===== config.mk =====
export PLATFORM = sky130hd
export DESIGN_NAME = i2c_master_byte_engine_flat
export DESIGN_NICKNAME = d
export VERILOG_FILES = /design/src/sv/i2cm_pkg.sv /design/src/sv/i2cm_if.sv /design/src/sv/i2cm_front.sv /design/src/sv/i2cm_back.sv /design/src/sv/i2c_master_byte_engine.sv /design/src/flat_wrapper.sv
export SDC_FILE = /design/constraint.sdc
export NUM_CORES = 1
export LEC_CHECK = 0
export BUFFER_PORTS_ARGS = -buffer_cell sky130_fd_sc_hd__buf_2
export CAP_MARGIN = 10
export CORE_MARGIN = 5
export CORE_UTILIZATION = 49
export CTS_CLUSTER_SIZE = 14
export DETAILED_ROUTE_END_ITERATION = 7
export MAX_ROUTING_LAYER = met4
export PLACE_DENSITY_LB_ADDON = 0.25
export RECOVER_POWER = 50
export SLEW_MARGIN = 25
export SYNTH_ARGS = -nofsm -noshare
export SYNTH_HDL_FRONTEND = slang
export SYNTH_SLANG_ARGS = --single-unit

===== constraint.sdc =====
create_clock -name clk -period 3.54 [get_ports clk]
set_input_delay 0.708 -clock clk [delete_from_list [all_inputs] [get_ports clk]]
set_output_delay 0.708 -clock clk [all_outputs]
set_load 0.05 [all_outputs]

===== src/sv/i2cm_pkg.sv =====
// shared types and constants of the i2c master byte engine
package i2cm_pkg;

	localparam int unsigned HalfDelayW = 16;
	localparam int unsigned StretchW   = 24;
	localparam int unsigned CfgDataW   = 24;
	localparam int unsigned CfgIdxW    = 1;

	localparam logic [CfgIdxW-1:0] CFG_HALF_DELAY    = 1'd0;
	localparam logic [CfgIdxW-1:0] CFG_STRETCH_LIMIT = 1'd1;

	localparam logic [2:0] CMD_NONE  = 3'd0;
	localparam logic [2:0] CMD_START = 3'd1;
	localparam logic [2:0] CMD_STOP  = 3'd2;
	localparam logic [2:0] CMD_WRITE = 3'd3;
	localparam logic [2:0] CMD_READ  = 3'd4;

	localparam logic [HalfDelayW-1:0] HALF_DELAY_RST    = 16'd250;
	localparam logic [StretchW-1:0]   STRETCH_LIMIT_RST = 24'd10000;
	localparam logic [7:0]            MSB_MASK          = 8'h80;

	localparam int unsigned QDepth = 2;
	localparam int unsigned QAw    = 1;
	localparam int unsigned QCw    = 2;

	typedef struct packed {
		logic       cmd_ok;
		logic [2:0] cmd;
		logic [7:0] data_byte;
		logic       nack_after_read;
		logic       scl_in;
		logic       sda_in;
	} item_t;

	typedef struct packed {
		logic       scl_release;
		logic       sda_release;
		logic       ready_res;
		logic       done_res;
		logic       acked;
		logic [7:0] read_data;
		logic       stop_ok;
		logic       arb_lost;
	} result_t;

	typedef struct packed {
		logic [QCw-1:0] level;
		logic           empty;
	} q_stat_t;

endpackage


===== src/sv/i2cm_if.sv =====
// transaction channels of the i2c master byte engine
interface i2cm_in_if;
	logic       valid;
	logic       ready;
	logic [2:0] cmd;
	logic [7:0] data_byte;
	logic       nack_after_read;
	logic       scl_in;
	logic       sda_in;

	modport source(output valid, output cmd, output data_byte, output nack_after_read,
		output scl_in, output sda_in, input ready);
	modport sink(input valid, input cmd, input data_byte, input nack_after_read,
		input scl_in, input sda_in, output ready);
endinterface

interface i2cm_out_if;
	logic       valid;
	logic       ready;
	logic       scl_release;
	logic       sda_release;
	logic       ready_res;
	logic       done_res;
	logic       acked;
	logic [7:0] read_data;
	logic       stop_ok;
	logic       arb_lost;

	modport source(output valid, output scl_release, output sda_release, output ready_res,
		output done_res, output acked, output read_data, output stop_ok, output arb_lost,
		input ready);
	modport sink(input valid, input scl_release, input sda_release, input ready_res,
		input done_res, input acked, input read_data, input stop_ok, input arb_lost,
		output ready);
endinterface


===== src/sv/i2cm_front.sv =====
// front end: accepts transactions, decodes the command and queues them
module i2cm_front (
	input  logic            clk,
	input  logic            arst_n,
	i2cm_in_if.sink         item_in,
	input  logic            pop,
	output i2cm_pkg::item_t head,
	output i2cm_pkg::q_stat_t q_stat
);

	i2cm_pkg::item_t                    q_mem_q [i2cm_pkg::QDepth];
	logic [i2cm_pkg::QAw-1:0]           wr_ptr_q;
	logic [i2cm_pkg::QAw-1:0]           rd_ptr_q;
	logic [i2cm_pkg::QCw-1:0]           level_q;
	logic                               push;
	logic                               full;
	i2cm_pkg::item_t                    item;

	assign full          = (level_q == i2cm_pkg::QCw'(i2cm_pkg::QDepth));
	assign item_in.ready = !full;
	assign push          = item_in.valid && !full;

	always_comb begin
		item.cmd_ok          = (item_in.cmd == i2cm_pkg::CMD_START) ||
			(item_in.cmd == i2cm_pkg::CMD_STOP) || (item_in.cmd == i2cm_pkg::CMD_WRITE) ||
			(item_in.cmd == i2cm_pkg::CMD_READ);
		item.cmd             = item_in.cmd;
		item.data_byte       = item_in.data_byte;
		item.nack_after_read = item_in.nack_after_read;
		item.scl_in          = item_in.scl_in;
		item.sda_in          = item_in.sda_in;
	end

	always_ff @(posedge clk) begin
		if (push) begin
			q_mem_q[wr_ptr_q] <= item;
		end
	end

	always_ff @(posedge clk or negedge arst_n) begin
		if (!arst_n) begin
			wr_ptr_q <= '0;
			rd_ptr_q <= '0;
			level_q  <= '0;
		end else begin
			if (push) begin
				wr_ptr_q <= wr_ptr_q + 1'b1;
			end
			if (pop) begin
				rd_ptr_q <= rd_ptr_q + 1'b1;
			end
			if (push && !pop) begin
				level_q <= level_q + 1'b1;
			end else if (pop && !push) begin
				level_q <= level_q - 1'b1;
			end
		end
	end

	assign head         = q_mem_q[rd_ptr_q];
	assign q_stat.level = level_q;
	assign q_stat.empty = (level_q == '0);

endmodule


===== src/sv/i2cm_back.sv =====
// back end: bus phase sequencer, config registers and result register
module i2cm_back (
	input  logic                                clk,
	input  logic                                arst_n,
	input  logic                                cfg_we,
	input  logic [i2cm_pkg::CfgIdxW-1:0]        cfg_index,
	input  logic [i2cm_pkg::CfgDataW-1:0]       cfg_data,
	input  i2cm_pkg::item_t                     head,
	input  i2cm_pkg::q_stat_t                   q_stat,
	output logic                                pop,
	i2cm_out_if.source                          result_out
);

	localparam logic [4:0] PH_IDLE     = 5'd0;
	localparam logic [4:0] PH_RS_SDA   = 5'd1;
	localparam logic [4:0] PH_RS_SCL   = 5'd2;
	localparam logic [4:0] PH_RS_SETUP = 5'd3;
	localparam logic [4:0] PH_ST_CHECK = 5'd4;
	localparam logic [4:0] PH_ST_LOW   = 5'd5;
	localparam logic [4:0] PH_P_LOW    = 5'd6;
	localparam logic [4:0] PH_P_SCL    = 5'd7;
	localparam logic [4:0] PH_P_SETUP  = 5'd8;
	localparam logic [4:0] PH_P_HIGH   = 5'd9;
	localparam logic [4:0] PH_P_CHECK  = 5'd10;
	localparam logic [4:0] PH_P_TAIL   = 5'd11;
	localparam logic [4:0] PH_W_SDA    = 5'd12;
	localparam logic [4:0] PH_W_SCL    = 5'd13;
	localparam logic [4:0] PH_W_HOLD   = 5'd14;
	localparam logic [4:0] PH_R_SDA    = 5'd15;
	localparam logic [4:0] PH_R_SCL    = 5'd16;
	localparam logic [4:0] PH_R_HOLD   = 5'd17;

	logic [i2cm_pkg::HalfDelayW-1:0] half_delay_q;
	logic [i2cm_pkg::StretchW-1:0]   stretch_limit_q;

	logic [4:0]                      phase_q, n_phase, ent_ph;
	logic                            bus_q, n_bus;
	logic [i2cm_pkg::HalfDelayW-1:0] wait_q, n_wait;
	logic [i2cm_pkg::StretchW-1:0]   stretch_q, n_stretch;
	logic [3:0]                      bit_q, n_bit;
	logic [7:0]                      shift_q, n_shift;
	logic [2:0]                      act_q, n_act;
	logic                            nack_q, n_nack;
	logic                            ack_q, n_ack;
	logic                            arb_q, n_arb;
	logic                            scl_q, n_scl;
	logic                            sda_q, n_sda;
	logic                            ent, done;

	i2cm_pkg::result_t               res, res_q;
	logic                            res_valid_q;

	assign pop = !q_stat.empty && (!res_valid_q || result_out.ready);

	// config writes
	always_ff @(posedge clk or negedge arst_n) begin
		if (!arst_n) begin
			half_delay_q    <= i2cm_pkg::HALF_DELAY_RST;
			stretch_limit_q <= i2cm_pkg::STRETCH_LIMIT_RST;
		end else if (cfg_we) begin
			unique case (cfg_index)
				i2cm_pkg::CFG_HALF_DELAY: begin
					half_delay_q <= cfg_data[i2cm_pkg::HalfDelayW-1:0];
				end
				i2cm_pkg::CFG_STRETCH_LIMIT: begin
					stretch_limit_q <= cfg_data[i2cm_pkg::StretchW-1:0];
				end
				default: begin
				end
			endcase
		end
	end

	// one bus tick per transaction
	always_comb begin
		n_phase   = phase_q;
		n_bus     = bus_q;
		n_wait    = wait_q;
		n_stretch = stretch_q;
		n_bit     = bit_q;
		n_shift   = shift_q;
		n_act     = act_q;
		n_nack    = nack_q;
		n_ack     = ack_q;
		n_arb     = arb_q;
		n_scl     = scl_q;
		n_sda     = sda_q;
		ent       = 1'b0;
		ent_ph    = PH_IDLE;
		done      = 1'b0;

		unique case (phase_q)
			PH_IDLE: begin
				if (head.cmd_ok) begin
					n_act = head.cmd;
					n_arb = 1'b0;
					n_ack = 1'b0;
					n_bit = '0;
					ent   = 1'b1;
					unique case (head.cmd)
						i2cm_pkg::CMD_START: begin
							ent_ph = bus_q ? PH_RS_SDA : PH_ST_CHECK;
						end
						i2cm_pkg::CMD_STOP: begin
							ent_ph = PH_P_LOW;
						end
						i2cm_pkg::CMD_WRITE: begin
							n_shift = head.data_byte;
							ent_ph  = PH_W_SDA;
						end
						default: begin
							n_shift = '0;
							n_nack  = head.nack_after_read;
							ent_ph  = PH_R_SDA;
						end
					endcase
				end
			end
			PH_RS_SCL, PH_P_SCL, PH_W_SCL, PH_R_SCL: begin
				if (head.scl_in || (stretch_q >= stretch_limit_q)) begin
					ent = 1'b1;
					unique case (phase_q)
						PH_RS_SCL: begin
							ent_ph = PH_RS_SETUP;
						end
						PH_P_SCL: begin
							ent_ph = PH_P_SETUP;
						end
						PH_W_SCL: begin
							if (sda_q && !head.sda_in) begin
								n_arb = 1'b1;
							end
							ent_ph = PH_W_HOLD;
						end
						default: begin
							if (act_q == i2cm_pkg::CMD_READ) begin
								n_shift = {shift_q[6:0], head.sda_in};
							end else begin
								n_ack = !head.sda_in;
							end
							ent_ph = PH_R_HOLD;
						end
					endcase
				end else begin
					n_stretch = stretch_q + 1'b1;
				end
			end
			PH_ST_CHECK, PH_P_CHECK: begin
				if (!head.sda_in) begin
					n_arb = 1'b1;
				end
				ent    = 1'b1;
				ent_ph = (phase_q == PH_ST_CHECK) ? PH_ST_LOW : PH_P_TAIL;
			end
			default: begin
				if (phase_q > PH_R_HOLD) begin
					n_phase = PH_IDLE;
				end else if (wait_q == '0) begin
					unique case (phase_q)
						PH_RS_SDA: begin
							ent    = 1'b1;
							ent_ph = PH_RS_SCL;
						end
						PH_RS_SETUP: begin
							ent    = 1'b1;
							ent_ph = PH_ST_CHECK;
						end
						PH_ST_LOW: begin
							n_scl   = 1'b0;
							n_phase = PH_IDLE;
							done    = 1'b1;
						end
						PH_P_LOW: begin
							ent    = 1'b1;
							ent_ph = PH_P_SCL;
						end
						PH_P_SETUP: begin
							ent    = 1'b1;
							ent_ph = PH_P_HIGH;
						end
						PH_P_HIGH: begin
							ent    = 1'b1;
							ent_ph = PH_P_CHECK;
						end
						PH_P_TAIL: begin
							n_ack   = bus_q;
							n_bus   = 1'b0;
							n_phase = PH_IDLE;
							done    = 1'b1;
						end
						PH_W_SDA: begin
							ent    = 1'b1;
							ent_ph = PH_W_SCL;
						end
						PH_W_HOLD: begin
							n_scl = 1'b0;
							if (act_q == i2cm_pkg::CMD_WRITE) begin
								n_bit  = bit_q + 1'b1;
								ent    = 1'b1;
								ent_ph = n_bit[3] ? PH_R_SDA : PH_W_SDA;
							end else begin
								n_phase = PH_IDLE;
								done    = 1'b1;
							end
						end
						PH_R_SDA: begin
							ent    = 1'b1;
							ent_ph = PH_R_SCL;
						end
						PH_R_HOLD: begin
							n_scl = 1'b0;
							if (act_q == i2cm_pkg::CMD_READ) begin
								n_bit  = bit_q + 1'b1;
								ent    = 1'b1;
								ent_ph = n_bit[3] ? PH_W_SDA : PH_R_SDA;
							end else begin
								n_phase = PH_IDLE;
								done    = 1'b1;
							end
						end
						default: begin
							n_phase = PH_IDLE;
						end
					endcase
				end else begin
					n_wait = wait_q - 1'b1;
				end
			end
		endcase

		// entry actions of the new phase
		if (ent) begin
			n_phase   = ent_ph;
			n_wait    = half_delay_q;
			n_stretch = '0;
			unique case (ent_ph)
				PH_RS_SDA, PH_R_SDA, PH_P_HIGH: begin
					n_sda = 1'b1;
				end
				PH_RS_SCL, PH_P_SCL, PH_W_SCL, PH_R_SCL: begin
					n_scl = 1'b1;
				end
				PH_ST_CHECK: begin
					n_bus = 1'b1;
					n_sda = 1'b1;
				end
				PH_ST_LOW, PH_P_LOW: begin
					n_sda = 1'b0;
				end
				PH_W_SDA: begin
					if (n_act == i2cm_pkg::CMD_WRITE) begin
						n_sda = ((n_shift & (i2cm_pkg::MSB_MASK >> n_bit[2:0])) != '0);
					end else begin
						n_sda = n_nack;
					end
				end
				default: begin
				end
			endcase
		end

		res.scl_release = n_scl;
		res.sda_release = n_sda;
		res.ready_res   = (n_phase == PH_IDLE);
		res.done_res    = done;
		res.acked       = (n_act == i2cm_pkg::CMD_WRITE) && n_ack;
		res.read_data   = (n_act == i2cm_pkg::CMD_READ) ? n_shift : 8'd0;
		res.stop_ok     = (n_act == i2cm_pkg::CMD_STOP) && n_ack;
		res.arb_lost    = n_arb;
	end

	always_ff @(posedge clk or negedge arst_n) begin
		if (!arst_n) begin
			phase_q     <= PH_IDLE;
			bus_q       <= 1'b0;
			wait_q      <= '0;
			stretch_q   <= '0;
			bit_q       <= '0;
			shift_q     <= '0;
			act_q       <= i2cm_pkg::CMD_NONE;
			nack_q      <= 1'b0;
			ack_q       <= 1'b0;
			arb_q       <= 1'b0;
			scl_q       <= 1'b1;
			sda_q       <= 1'b1;
			res_valid_q <= 1'b0;
		end else begin
			if (pop) begin
				phase_q   <= n_phase;
				bus_q     <= n_bus;
				wait_q    <= n_wait;
				stretch_q <= n_stretch;
				bit_q     <= n_bit;
				shift_q   <= n_shift;
				act_q     <= n_act;
				nack_q    <= n_nack;
				ack_q     <= n_ack;
				arb_q     <= n_arb;
				scl_q     <= n_scl;
				sda_q     <= n_sda;
			end
			if (pop) begin
				res_valid_q <= 1'b1;
			end else if (result_out.ready) begin
				res_valid_q <= 1'b0;
			end
		end
	end

	always_ff @(posedge clk) begin
		if (pop) begin
			res_q <= res;
		end
	end

	assign result_out.valid       = res_valid_q;
	assign result_out.scl_release = res_q.scl_release;
	assign result_out.sda_release = res_q.sda_release;
	assign result_out.ready_res   = res_q.ready_res;
	assign result_out.done_res    = res_q.done_res;
	assign result_out.acked       = res_q.acked;
	assign result_out.read_data   = res_q.read_data;
	assign result_out.stop_ok     = res_q.stop_ok;
	assign result_out.arb_lost    = res_q.arb_lost;

endmodule


===== src/sv/i2c_master_byte_engine.sv =====
// top level of the i2c master byte engine
//
// channel      dir  fields
// item_in      in   cmd, data_byte, nack_after_read, scl_in, sda_in
// result_out   out  scl_release, sda_release, ready_res, done_res, acked,
//                   read_data, stop_ok, arb_lost
// cfg_*        in   cfg_we, cfg_index, cfg_data (half_delay, stretch_limit)
//
// one transaction per cycle sustained while result_out is not stalled; each one is one bus tick of the sequencer
// a transaction passes through the two-entry queue, then into the result register
// arst_n clears the queue, the sequencer (idle, lines released) and the config to defaults
// a stalled result_out fills the queue, then item_in.ready drops
module i2c_master_byte_engine (
	input  logic                          clk,
	input  logic                          arst_n,
	i2cm_in_if.sink                       item_in,
	i2cm_out_if.source                    result_out,
	input  logic                          cfg_we,
	input  logic [i2cm_pkg::CfgIdxW-1:0]  cfg_index,
	input  logic [i2cm_pkg::CfgDataW-1:0] cfg_data
);

	i2cm_pkg::item_t   head;
	i2cm_pkg::q_stat_t q_stat;
	logic              pop;

	i2cm_front u_front (
		.clk    (clk),
		.arst_n (arst_n),
		.item_in(item_in),
		.pop    (pop),
		.head   (head),
		.q_stat (q_stat)
	);

	i2cm_back u_back (
		.clk       (clk),
		.arst_n    (arst_n),
		.cfg_we    (cfg_we),
		.cfg_index (cfg_index),
		.cfg_data  (cfg_data),
		.head      (head),
		.q_stat    (q_stat),
		.pop       (pop),
		.result_out(result_out)
	);

`ifndef NO_ASSERTIONS
	a_done_idle: assert property (@(posedge clk) disable iff (!arst_n)
		(result_out.valid && result_out.done_res) |-> result_out.ready_res)
		else $error("command finished but sequencer not idle");

	a_flags_excl: assert property (@(posedge clk) disable iff (!arst_n)
		result_out.valid |-> !(result_out.acked && result_out.stop_ok))
		else $error("ack and stop result flagged together");

	a_q_level: assert property (@(posedge clk) disable iff (!arst_n)
		q_stat.level <= i2cm_pkg::QCw'(i2cm_pkg::QDepth))
		else $error("queue level beyond depth");

	a_pop_needs_item: assert property (@(posedge clk) disable iff (!arst_n)
		pop |-> !q_stat.empty)
		else $error("sequencer took a transaction from an empty queue");
`endif

endmodule


===== src/flat_wrapper.sv =====
// flat-port wrapper written by rule: the top's interface ports become plain ports
module i2c_master_byte_engine_flat 
  (clk, arst_n, cfg_we, cfg_index, cfg_data, item_in_valid, item_in_cmd, item_in_data_byte, item_in_nack_after_read, item_in_scl_in, item_in_sda_in, item_in_ready, result_out_valid, result_out_scl_release, result_out_sda_release, result_out_ready_res, result_out_done_res, result_out_acked, result_out_read_data, result_out_stop_ok, result_out_arb_lost, result_out_ready);
  i2cm_in_if item_in_i ();
  i2cm_out_if result_out_i ();
  input  logic clk;
  input  logic arst_n;
  input  logic cfg_we;
  input  logic [i2cm_pkg::CfgIdxW-1:0] cfg_index;
  input  logic [i2cm_pkg::CfgDataW-1:0] cfg_data;
  input wire logic [$bits(item_in_i.valid)-1:0] item_in_valid;
  input wire logic [$bits(item_in_i.cmd)-1:0] item_in_cmd;
  input wire logic [$bits(item_in_i.data_byte)-1:0] item_in_data_byte;
  input wire logic [$bits(item_in_i.nack_after_read)-1:0] item_in_nack_after_read;
  input wire logic [$bits(item_in_i.scl_in)-1:0] item_in_scl_in;
  input wire logic [$bits(item_in_i.sda_in)-1:0] item_in_sda_in;
  output wire logic [$bits(item_in_i.ready)-1:0] item_in_ready;
  output wire logic [$bits(result_out_i.valid)-1:0] result_out_valid;
  output wire logic [$bits(result_out_i.scl_release)-1:0] result_out_scl_release;
  output wire logic [$bits(result_out_i.sda_release)-1:0] result_out_sda_release;
  output wire logic [$bits(result_out_i.ready_res)-1:0] result_out_ready_res;
  output wire logic [$bits(result_out_i.done_res)-1:0] result_out_done_res;
  output wire logic [$bits(result_out_i.acked)-1:0] result_out_acked;
  output wire logic [$bits(result_out_i.read_data)-1:0] result_out_read_data;
  output wire logic [$bits(result_out_i.stop_ok)-1:0] result_out_stop_ok;
  output wire logic [$bits(result_out_i.arb_lost)-1:0] result_out_arb_lost;
  input wire logic [$bits(result_out_i.ready)-1:0] result_out_ready;
  assign item_in_i.valid = item_in_valid;
  assign item_in_i.cmd = item_in_cmd;
  assign item_in_i.data_byte = item_in_data_byte;
  assign item_in_i.nack_after_read = item_in_nack_after_read;
  assign item_in_i.scl_in = item_in_scl_in;
  assign item_in_i.sda_in = item_in_sda_in;
  assign item_in_ready = item_in_i.ready;
  assign result_out_valid = result_out_i.valid;
  assign result_out_scl_release = result_out_i.scl_release;
  assign result_out_sda_release = result_out_i.sda_release;
  assign result_out_ready_res = result_out_i.ready_res;
  assign result_out_done_res = result_out_i.done_res;
  assign result_out_acked = result_out_i.acked;
  assign result_out_read_data = result_out_i.read_data;
  assign result_out_stop_ok = result_out_i.stop_ok;
  assign result_out_arb_lost = result_out_i.arb_lost;
  assign result_out_i.ready = result_out_ready;
  i2c_master_byte_engine u_core (.clk(clk), .arst_n(arst_n), .item_in(item_in_i), .result_out(result_out_i), .cfg_we(cfg_we), .cfg_index(cfg_index), .cfg_data(cfg_data));
endmodule

* After elaboration in Yosys (flattened, before gate mapping)
Memory sizes are Yosys's and may differ from the RTL's. Cells that the tools add are included.
Storage, ports and cells: flip-flop bits (word level) 126, RAM bits 30, bits of input ports 44, output and inout bits 17, word-level logic and storage cells 230, memories kept 1
Memories:
- u_core.u_front.q_mem_q | depth 2, width 15, read ports 1, clocked after Yosys merged registers in 0, write ports 1, RTL line i2cm_front.sv:11 | i2cm_pkg::item_t q_mem_q [i2cm_pkg::QDepth];
Operators by class: add/sub/neg operators 7, magnitude comparators 2, eq/ne operators 49, shift operators 1, muxes and demuxes 92, bitwise operators 4, reductions and logical operators 47
Operators with widths (count):
- $mux 24 | 3
- $mux 16 | 4
- $eq 5x4->1 const B | 12
- $mux 5 | 9
- $pmux 5 s3 | 3
- $pmux 5 s9 | 1
- $mux 1 | 41
- $eq 5x3->1 const B | 8
- $mux 4 | 9
- $mux 8 | 4
- $pmux 8 s2 | 2
- $add 24x1->24 const B | 1
- $ge 24x24->1 | 1
- $eq 3x2->1 const B | 7
- $pmux 1 s3 | 6
- $logic_not 16->1 | 1
- $pmux 4 s2 | 2
- $sub 16x1->16 const B | 1
- $eq 5x2->1 const B | 3
- $eq 5x5->1 const B | 3
- $reduce_or 7->1 | 2
- $pmux 4 s3 | 1
- $reduce_or 4->1 | 3
- $eq 5x1->1 const B | 2
- other kinds (33) | 73

* Longest topological paths before layout
depth after elaboration 12, depth in mapped cells 13, gate-level depth less buffers 11

* By module
From an unflattened synthesis, not the netlist that was laid out.
Unflattened totals: cells, all modules 848, area, all modules 8560.7 µm²
By module, submodules not included:
- i2cm_back | instances 1, cells an instance 781, area each 7221.9 µm², seq. area each 3144.3 µm²
- i2cm_front | instances 1, cells an instance 67, area each 1338.8 µm², seq. area each 1001.0 µm²

* Worst setup path before layout
OpenSTA, ideal clock, no wires.
path kind register to register, start reg u_core.u_back.wait_q[0] (netlist bit), end reg u_core.u_back.res_q (netlist bit u_core.u_back.result_out.sda_release), data pin, setup time 0.269 ns, data arrival time 2.789 ns, data required time 3.271 ns, slack 0.482 ns, cell stages (with the launch flop) 12, buffers on the path 0, clock period less this slack 3.058 ns, cells stage by stage dfrtp_1 > inv_1 > ha_1 > nor3b_1 > nand4_1 > a211oi_4 > mux2i_1 > mux2_4 > a221oi_2 > o31ai_1 > nand3_1 > nand3_1
Between the ends: longest elaborated chain between the ends 10, elaborated cells between the ends (all ways) 25, classes of those cells eq/ne: 7; shift: 1; mux: 12; bitwise: 1; reduce/logical: 4
Ends and longest elaborated chain:
- start: declaration | RTL line i2cm_back.sv:38 | logic [i2cm_pkg::HalfDelayW-1:0] wait_q, n_wait;
- start signal: assignment | RTL line i2cm_back.sv:291 | wait_q <= n_wait;
- $logic_not 16->1 (*) | RTL line i2cm_back.sv:158 | end else if (wait_q == '0) begin
- $mux 4 | RTL line i2cm_back.sv:158
- $mux 4 | RTL line i2cm_back.sv:156 | if (phase_q > PH_R_HOLD) begin
- $pmux 4 s2 | RTL line i2cm_back.sv:92 | unique case (phase_q)
- $shr 8x3->8 | RTL line i2cm_back.sv:252 | n_sda = ((n_shift & (i2cm_pkg::MSB_MASK >> n_bit[2:0])) != '0);
- $and 8x8->8 | RTL line i2cm_back.sv:252
- $reduce_bool 8->1 | RTL line i2cm_back.sv:252
- $mux 1 | RTL line i2cm_back.sv:251 | if (n_act == i2cm_pkg::CMD_WRITE) begin
- $pmux 1 s3 | RTL line i2cm_back.sv:236 | unique case (ent_ph)
- $mux 1 (*) | RTL line i2cm_back.sv:232 | if (ent) begin
- via u_core.u_back.n_sda | RTL line i2cm_back.sv:47 | logic sda_q, n_sda;
- end signal: assignment | RTL line i2cm_back.sv:312 | res_q <= res;
- end: declaration | RTL line i2cm_back.sv:50 | i2cm_pkg::result_t res, res_q;
Mark *: on every way through the listed nets, which the timed path passes. The rest lies on a longest branch. The select of a mux whose other input is x is not followed. A chain may end at the register's enable or synchronous reset.

* Worst setup path after layout
start reg u_core.u_back.stretch_limit_q[4] (netlist bit), end reg u_core.u_back.bus_q
Between the ends: longest elaborated chain between the ends 7, elaborated cells between the ends (all ways) 9, classes of those cells order compare: 1; eq/ne: 1; mux: 6; reduce/logical: 1
Ends and longest elaborated chain:
- start: declaration | RTL line i2cm_back.sv:34 | logic [i2cm_pkg::StretchW-1:0] stretch_limit_q;
- start signal: assignment | RTL line i2cm_back.sv:59 | stretch_limit_q <= i2cm_pkg::STRETCH_LIMIT_RST;
- start signal: assignment | RTL line i2cm_back.sv:66 | stretch_limit_q <= cfg_data[i2cm_pkg::StretchW-1:0];
- $ge 24x24->1 (*) | RTL line i2cm_back.sv:120 | if (head.scl_in || (stretch_q >= stretch_limit_q)) begin
- $logic_or 1x1->1 (*) | RTL line i2cm_back.sv:120
- $mux 5 | RTL line i2cm_back.sv:120
- $pmux 5 s3 | RTL line i2cm_back.sv:92
- $eq 5x3->1 | RTL line i2cm_back.sv:236
- $mux 1 | RTL line i2cm_back.sv:236
- $mux 1 (*) | RTL line i2cm_back.sv:232
- end signal: assignment | RTL line i2cm_back.sv:290 | bus_q <= n_bus;
- end: declaration | RTL line i2cm_back.sv:37 | logic bus_q, n_bus;
Every way passes the cells marked *; elsewhere a longest branch is shown, timed or not.

==> results_tabular.tex <==
\begin{tabular}{lr}
\hline
Metric & Value \\
\hline
\multicolumn{2}{l}{\textbf{Yosys}} \\
\quad Xor-xnor portion of the synthesized cell area & under 10\% \\
\quad Largest family of logic cells by synthesized area & simple AND/OR/NAND/NOR gates \\
\quad Synthesized area divided by synthesized cell count & around 9.8 µm² \\
\quad Prevailing post-synth register cell & dfrtp\_1 \\
\quad Post-synthesis cell count & approximately 880 \\
\quad Fraction of synthesized area in multiplexers & 8.71\% \\
\quad Number of enable-type register cells in the synthesized netlist & 45 \\
\quad Area fraction in compound gates after synthesis & roughly 15\% \\
\quad Simple-gate share of the synthesized area & roughly 17\% \\
\quad Post-synthesis async set-or-reset flop share & 71.2\% \\
\quad Number of synthesized register bits & between 150 and 200 \\
\quad Cell taking the most area after synthesis & dfrtp\_1 \\
\quad Count of cell types in the netlist & 76 \\
\quad Share of the yosys chip area belonging to registers & about half \\
\quad Post-synthesis cell area & 8620 µm² \\
\quad Area share of fa/ha/maj cells after synthesis & around 4.2\% \\
\quad Net Count, Synth & 951 \\
\quad Most instantiated cells after synthesis & nand2\_1, dfrtp\_1, nor2\_1 \\
\quad Fraction of post-synthesis cell area in the top cell type by area & 28.4\% \\
\quad Ranking of synthesized cells by area & dfrtp\_1, edfxtp\_1, mux2\_2 \\
\quad Most instantiated library cell after synthesis & nand2\_1 \\
\quad Syn. warnings & 0 \\
\multicolumn{2}{l}{\textbf{Drt}} \\
\quad Number of design-rule violations left by the first detailed-router iteration & about 650 \\
\quad Remaining number of nets flagged by the antenna check after routing & 0 \\
\quad Drt total wl & $\sim$21 mm \\
\quad Number of vias after detailed routing & between 6000 and 7000 \\
\quad Remaining design rule violation count & 0 \\
\quad Vias per std cell & 5.67 \\
\quad WL/cell & around 17 µm \\
\quad Number of iterations in the first detailed-routing pass & 5 \\
\multicolumn{2}{l}{\textbf{Setup path}} \\
\quad Worst R2R Setup Slack & 0.24 ns \\
\quad Cell-by-cell listing of the critical path & inv\_1 > ha\_1 > nand2\_1 > or3\_1 > o221ai\_1 > a211oi\_1 > buf\_4 > and2\_0 > or3\_1 > nor2\_1 > nand2\_1 > o31ai\_1 \\
\quad Critical path peak fanout & 14 \\
\quad Biggest cell delay along the critical path & between 0.5 and 0.6 ns \\
\quad Class of the most critical setup path & reg2reg \\
\quad Cell depth of the worst flop-to-flop path & 12 \\
\quad Required time at the endpoint of the critical path & $\sim$3.8 ns \\
\quad Crit path DAT & 3.59 ns \\
\quad R2r endpoint & u\_core.u\_back.bus\_q \\
\quad Sort of element at the start of the critical path & flip-flop \\
\quad WP buf/inv & 2 \\
\quad Slowest cell on the critical path & dfstp\_2 \\
\quad Reg-to-reg startpoint & u\_core.u\_back.stretch\_limit\_q[4] \\
\quad Kind of end point of the critical path & flip-flop \\
\quad Cell family contributing the most delay on the critical path & simple AND/OR/NAND/NOR gates \\
\multicolumn{2}{l}{\textbf{Finish}} \\
\quad Share of final-layout standard cells stronger than drive strength 1 & a little over a fifth \\
\quad Total area of multi-input combinational cells & 4170 µm² \\
\quad Signed area change from the synthesized netlist to the final layout & 16.5\% \\
\quad Layout fillers & approximately 1500 \\
\quad Net count of the finished layout & 1047 \\
\quad Final standard cell count with taps included and fillers excluded & $\sim$1200 \\
\quad Final core utilization & 58.1\% \\
\quad Antenna diodes & 0 \\
\quad Sequential cell area & 4150 µm² \\
\multicolumn{2}{l}{\textbf{Place}} \\
\quad Count of buffers from port buffering & 60 \\
\quad Final HPWL from detailed placement & $\sim$16 mm \\
\quad Placed cell count & 1181 \\
\quad Final RePlAce weighted congestion & 0.994 \\
\quad Post-place setup slack & about 0.27 ns \\
\multicolumn{2}{l}{\textbf{Min path}} \\
\quad Worst min-delay path endpoint & u\_core.u\_front.q\_mem\_q[0][3] \\
\quad Hold path depth & 1 \\
\quad Tightest Hold Check Type & in2reg \\
\quad Worst Hold Launch & item\_in\_data\_byte[0] \\
\multicolumn{2}{l}{\textbf{Pwr}} \\
\quad Worst voltage drop across the vdd grid & between 0.0004 and 0.0005 V \\
\quad Power density over the cells & just under 800 nW/µm² \\
\quad Total leakage power & 4.26 nW \\
\multicolumn{2}{l}{\textbf{STA}} \\
\quad Total count of max-transition violations in the final report & 43 \\
\quad Clock Skew & between 0.01 and 0.015 ns \\
\quad Final critical-path setup slack & approximately 0.24 ns \\
\quad Post-Route Hold Slack & $\sim$0.47 ns \\
\quad Post-route clock period utilization & between 90\% and 100\% \\
\quad Final number of setup-violating endpoints & 0 \\
\quad Total negative setup slack & 0 ns \\
\quad Maximum operating frequency & 303 MHz \\
\quad Hold violation count in the final report & 0 \\
\quad Max-Slew Margin vs Limit & -65.1\% \\
\quad Worst-Margin Slew & between 2 and 2.5 ns \\
\quad RSZ-0062 raised after global routing & no \\
\quad Crit path time final & between 3 and 4 ns \\
\multicolumn{2}{l}{\textbf{Clocking}} \\
\quad Root cell of the clock tree & clkbuf\_16 \\
\quad Maximum buffer depth of the clock tree & 2 \\
\quad Clock transition time at the flip-flop clock pins of the worst setup and hold paths & about 0.06 ns \\
\quad Number of H-tree branching levels & 4 \\
\quad Number of sinks driven by the clock tree & $\sim$160 \\
\quad Number of buffers inserted by hold repair at cts & 0 \\
\quad Total clock buffers created by CTS & 17 \\
\quad Clock latency reported for the late side of the worst-skew pair & $\sim$0.43 ns \\
\quad CTS tree & built \\
\multicolumn{2}{l}{\textbf{GRT}} \\
\quad First-pass GRT wire length & about 34 mm \\
\quad Antenna violations before repair & 0 \\
\quad Largest net degree at the start of global routing & 46 \\
\quad Number of global-route vias before repair & roughly 6600 \\
\quad Gr usage total & 22.0\% \\
\quad Total gr overflow & 0 \\
\multicolumn{2}{l}{\textbf{Die}} \\
\quad Die ar. & 20300 µm² \\
\quad FP Rows & 48 \\
\quad Die span in y & 143 µm \\
\quad Number of top-level pins & between 60 and 70 \\
\quad Starting density of the core & about 50\% \\
\quad Width of the die & roughly 140 µm \\
\quad Area of the core & between 15000 and 20000 µm² \\
\multicolumn{2}{l}{\textbf{Run status}} \\
\quad Outcome & finished, violations left \\
\quad Failing checks & capacitance limit, slew limit \\
\multicolumn{2}{l}{\textbf{Flow run}} \\
\quad Max-Cap Viols & 1 \\
\hline
\end{tabular}
## worst max-delay path by stage
| stage | startpoint | endpoint | slack (ns) | depth (start not counted) |
|---|---|---|---|---|
| after floorplan | u_core.u_back.wait_q[0] | u_core.u_back.result_out.sda_release | 0.48 | 11 |
| after global placement | u_core.u_back.phase_q[4] | u_core.u_back.result_out.sda_release | 0.27 | 10 |
| after detailed placement | u_core.u_back.stretch_limit_q[4] | u_core.u_back.bus_q | 0.27 | 12 |
| after CTS | u_core.u_back.phase_q[4] | u_core.u_back.result_out.sda_release | 0.25 | 10 |
| after global routing | u_core.u_back.phase_q[4] | u_core.u_back.result_out.sda_release | 0.05 | 10 |
| final | u_core.u_back.stretch_limit_q[4] | u_core.u_back.bus_q | 0.24 | 12 |
## state kept, by name (all words and copies together), names as in the netlist, 2 cells and up
register,cells
u_core.u_back.phase_q,5
u_core.u_back.half_delay_q,16
u_core.u_back.result_out.read_data,8
u_core.u_back.stretch_q,24
u_core.u_back.act_q,3
u_core.u_front.level_q,2
u_core.u_back.bit_q,4
u_core.u_back.wait_q,16
u_core.u_front.q_mem_q,30
u_core.u_back.shift_q,8
u_core.u_back.stretch_limit_q,24
## per-layer routing
| metal | global-route usage (%) | wire (µm) | vias up |
|---|---|---|---|
| li1 | - | - | 3360 |
| met1 | 30.5 | 9760 | 3288 |
| met2 | 32.8 | 9700 | 189 |
| met3 | 4.05 | 1140 | 35 |
| met4 | 7.20 | 452 | 0 |
| met5 | - | 0 | - |
## cells by family (layout without fill, tap and decap cells)
group	count (synthesis)	in the layout
simple gates	308	308
compound gates	202	202
flops	156	156
buf+inv	83	192
mux	68	68
xor+xnor	33	33
fa+ha+maj	29	29
## cells in the final DEF, fill, tap and decap left out, types with 8 or more instances in the layout
master	Yosys	layout
nand2_1	99	99
dfrtp_1	98	98
nor2_1	78	78
o21ai_0	57	56
a21oi_1	54	54
buf_2	4	52
buf_4	0	52
mux2_2	48	48
edfxtp_1	45	45
inv_1	43	43
ha_1	28	28
nor3_1	21	21
xor2_1	20	20
mux2i_1	18	18
nand3_1	19	18
clkbuf_16	0	17
xnor2_1	13	13
dfstp_2	13	13
nor4_1	12	12
o21ai_1	13	12
a211oi_1	11	11
clkbuf_1	29	11
nand4_1	10	10
a31oi_1	9	9
nor3b_1	9	9
and3_1	9	9
nand2b_1	8	8
## power by group
group	internal [mW]	switching (mW)
Combinational	1.25	2.12
Sequential	2.36	0.378
Clock	1.05	0.773
Total	4.66	3.27
## area by class of cell
| cell class | instances | area share [%] |
|---|---|---|
| Timing Repair Buffer | 116 | 6.97 |
| Inverter | 44 | 1.64 |
| Clock buffer | 18 | 4.27 |
| Tap cell | 225 | 2.80 |
| Sequential cell | 156 | 41.3 |
| Clock inverter | 14 | 1.58 |
| Multi-Input combinational cell | 640 | 41.5 |
## per-stage QoR
| step | power [mW] | cell area, µm² |
|---|---|---|
| global route | 8.46 | 10000 |
| detailed placement | 6.11 | 9490 |
| CTS | 7.96 | 10100 |
| finish | 7.94 | 10000 |
| floorplan | 4.98 | 8620 |
| global placement | 6.09 | 9490 |
## repair_timing
item,in CTS,in global routing
resized for setup,0,1
buffers inserted,0,0
setup endpoints to repair,0,2
Note: power is estimated with default switching activity, not from simulation.
